## src/rtl/apsp_pkg.sv

```systemverilog
// Shared types and constants for the all-pairs shortest path engine.
package apsp_pkg;

  // Defaults for the top-level parameters
  localparam int MAX_VERTICES_DEF = 16;
  localparam int WEIGHT_BITS_DEF  = 16;

  // Fixed field widths of the item and configuration channels
  localparam int CMD_W    = 2;
  localparam int VIDX_W   = 4;
  localparam int EDGE_W   = 16;
  localparam int DIST_W   = 32;
  localparam int VCOUNT_W = 5;

  localparam logic [VCOUNT_W-1:0] VCOUNT_RST = 5'd16;

  localparam logic signed [DIST_W-1:0] DIST_MAX = 32'sh7fff_ffff;
  localparam logic signed [DIST_W-1:0] DIST_MIN = 32'sh8000_0000;

  typedef enum logic [CMD_W-1:0] {
    CMD_CLEAR = 2'd0,
    CMD_EDGE  = 2'd1,
    CMD_SOLVE = 2'd2,
    CMD_READ  = 2'd3
  } cmd_e;

  typedef enum logic [3:0] {
    ST_SWEEP,
    ST_IDLE,
    ST_INIT,
    ST_LOAD_IK,
    ST_RELAX,
    ST_SCAN,
    ST_SCAN_END,
    ST_READ,
    ST_FINISH
  } state_e;

  // One entry of the path memory
  typedef struct packed {
    logic                     reach;
    logic signed [DIST_W-1:0] distance;
  } path_t;

  // Outcome of one relaxation step
  typedef struct packed {
    logic                     upd;
    logic signed [DIST_W-1:0] distance;
  } relax_t;

endpackage

```

## src/rtl/apsp_relax.sv

```systemverilog
// Relaxation datapath: saturating path sum and compare against the stored distance.
module apsp_relax (
  input  apsp_pkg::path_t  ik_i,
  input  apsp_pkg::path_t  kj_i,
  input  apsp_pkg::path_t  ij_i,
  output apsp_pkg::relax_t res_o
);

  logic signed [apsp_pkg::DIST_W:0]   sum;
  logic signed [apsp_pkg::DIST_W-1:0] sat;

  assign sum = 33'(ik_i.distance) + 33'(kj_i.distance);

  // Clamp on signed overflow: the two top bits of the sum disagree
  always_comb begin
    if (sum[apsp_pkg::DIST_W] != sum[apsp_pkg::DIST_W-1]) begin
      sat = sum[apsp_pkg::DIST_W] ? apsp_pkg::DIST_MIN : apsp_pkg::DIST_MAX;
    end else begin
      sat = sum[apsp_pkg::DIST_W-1:0];
    end
  end

  assign res_o.upd      = ik_i.reach & kj_i.reach & (~ij_i.reach | (sat < ij_i.distance));
  assign res_o.distance = sat;

endmodule

```

## config.mk

```make
export PLATFORM = sky130hd
export DESIGN_NAME = apsp_relax
export DESIGN_NICKNAME = d
export VERILOG_FILES = /design/src/rtl/apsp_pkg.sv /design/src/rtl/apsp_relax.sv
export SDC_FILE = /design/constraint.sdc
export NUM_CORES = 1
export LEC_CHECK = 0
export ABC_AREA = 1
export BUFFER_PORTS_ARGS = -buffer_cell sky130_fd_sc_hd__buf_4
export CAP_MARGIN = 25
export CELL_PAD_IN_SITES_DETAIL_PLACEMENT = 0
export CELL_PAD_IN_SITES_GLOBAL_PLACEMENT = 2
export CORE_UTILIZATION = 24
export DETAILED_ROUTE_END_ITERATION = 7
export GPL_TIMING_DRIVEN = 0
export PLACE_DENSITY_LB_ADDON = 0.2
export SLEW_MARGIN = 20
export SYNTH_ARGS = -nofsm -noshare
export SYNTH_HDL_FRONTEND = slang
export SYNTH_SLANG_ARGS = --single-unit
```

## constraint.sdc

```tcl
create_clock -name vclk -period 4.3
set_input_delay 0.43 -clock vclk [all_inputs]
set_output_delay 0.43 -clock vclk [all_outputs]
set_load 0.05 [all_outputs]
```

==> flow_summary.toml <==
[status]
status = "finished clean"

[critical_path]
critPathArrivalTime_ns = 3.86
cp_top_family = "simple AND/OR/NAND/NOR gates"
cp_common_cell = "nand2_2"
crit_path_max_incr_delay_ns = 0.36
start_kind = "primary input"
cp_num_buf_inv = 5
required_ns = 3.87
crit_path_max_fanout = 3
cp_slowest_cell = "fa_2"
setup.worst_path.class = "primary input to output port"
crit_path_end_kind = "output port"

[power_and_ir_drop]
intPower_uw = 561.0
power.share.sequential_pct = 0
clockPowerShare_pct = 0
vdd_drop_max_uv = 155.8
power_leakage_uw = 0.002484
switching_share_pct = 61.35
powerDensity_mw_per_mm2 = 298.1
power.switching_uw = 890.5
combinationalPowerShare_pct = 100.0

[placement]
postPlaceCellArea_mm2 = 0.004242
portBuffers = 132
place_inst = 745
gp_congestion = 0.7933
dp_hpwl_mm = 8.386

[worst_hold_path]
worstHoldPathType = "primary input to output port"

[global_routing]
antenna_found_initial = 0
grt_overflow = 0
grt_use_total_pct = 16.24
grt_first_pass_wirelength_mm = 15.70
grt_max_degree = 11
first_global_vias = 3445

[timing]
tightest_slew_ns = 0.3294
period_share_pct = 99.81
finalSetupTns_ns = 0
slew_violations = 0
relSlewSlack_pct = 77.89
setup_viol = 0
hold_viol = 0
period_needed_ns = 4.292
holdWs_ns = 1.285
rsz0062_at_grt = "true"
max_freq_mhz = 233.0

[synthesis]
synth-compound-area-share_pct = 19.26
avgSynthCellArea_um2 = 5.851
synth_top_family_by_area = "simple AND/OR/NAND/NOR gates"
yosys.area_share.simple_pct = 30.83
synth_cell_types = 36
ys_seq_area_share_pct = 0
netlist_area_mm2 = 0.002768
synthAdderAreaFrac_pct = 28.75
muxShareOfSynthArea_pct = 0
syn-num-nets = 635
synth_warnings = 0
yosys.area_share.xor_xnor_pct = 8.544
syn_inst = 473

[final_layout]
fin_cells = 762
synthToLayoutAreaGrowth_pct = 75.90
final_cell_mix = "buf_4 (148), nand2_1 (129), inv_1 (76), ha_1 (43), a21oi_4 (21)"
diodes = 0
mostFrequentLayoutCell = "buf_4"
drive_gt1_share_pct = 44.05
regArea_um2 = 0
seq_cell_count = 0
nClkBuffers = 0
final_util_pct = 44.14
fin_area_mm2 = 0.004868
final_nets = 786

[floorplan]
ios = 132
dieWidth_um = 109.4
core_area_mm2 = 0.01103
start_util_pct = 25.09
die_h_um = 109.4
dieArea_mm2 = 0.01197
core.rowCount = 38

[drt]
wl_per_cell_um = 12.96
wl_mm = 9.873
num_vias = 3425
ant_nets = 0
via_per_inst = 4.495
drt_iter0_markers = 58
drc_errors = 0
drtPass1Iterations = 4

[clock_network]
holdBufCountCts = 0

[run]
max_cap_violations = 0
-- synthesized netlist by cell type (all sizes together) (3+ instances only) --
| master | count | share of area, % |
|---|---|---|
| inv | 87 | 12 |
| o2111ai | 3 | 0.95 |
| a21boi | 3 | 0.81 |
| or2 | 4 | 0.99 |
| nor2 | 25 | 3.6 |
| nand2 | 147 | 21 |
| nand4 | 3 | 0.68 |
| o21bai | 5 | 1.4 |
| xnor2 | 17 | 5.4 |
| a31oi | 8 | 1.8 |
| nor3 | 3 | 1.3 |
| a21oi | 60 | 11 |
| xor2 | 10 | 3.2 |
| clkbuf | 5 | 0.68 |
| nand3 | 14 | 2.7 |
| o21ai | 9 | 1.9 |
| ha | 62 | 28 |
-- power groups by stage --
stage	Clock [µW]	Combinational, µW	Sequential (µW)
3_5_place_dp	0	1310	0
6_report	0	1450	0
2_1_floorplan	0	947	0
4_1_cts	0	1420	0
5_1_grt	0	1580	0
3_3_place_gp	0	1300	0
-- cells by family after synthesis --
logic type	after synthesis
adders and majority gates	63
xor gates and xnor gates	27
AOI/OAI and AO/OA	92
and+or+nand+nor	198
buffers and inverters	93
-- path summary, 6_finish.rpt --
| path | slack, ns | cells past startpoint | startpoint | end |
|---|---|---|---|---|
| max | 0.008 | 30 | ik_i[0] | res_o[32] |
| min | 1.28 | 6 | kj_i[32] | res_o[32] |
-- final cells by class --
type                       count  area, µm²
buffer                         5      115.1
fill                        1184       6162
inverter                      88      346.6
multi-input combinational    380       3105
tap                          140      175.2
timing repair buffer         149       1126
-- stage by stage --
stage,power (µW),worst slack (ns)
2_1_floorplan,946.6,0.008026
3_3_place_gp,1302,-0.5605
3_5_place_dp,1308,-0.5278
4_1_cts,1415,-0.05306
5_1_grt,1579,-0.2501
6_report,1451,0.008150
-- what timing repair did --
item	4_1_cts	5_1_grt
pin swaps	15	12
gates resized for setup	60	26
gates cloned	0	0
setup buffers	9	8
endpoints found under the setup margin	1	1
-- routing by layer --
layer	vias to the layer above	GRT usage (%)	share of wire, %
li1	1833	-	-
met1	1522	20.28	44
met2	70	32.61	53
met3	0	0.1186	3.1
met4	0	0	0
met5	-	0	0
Power figures use the tool's default switching activity.
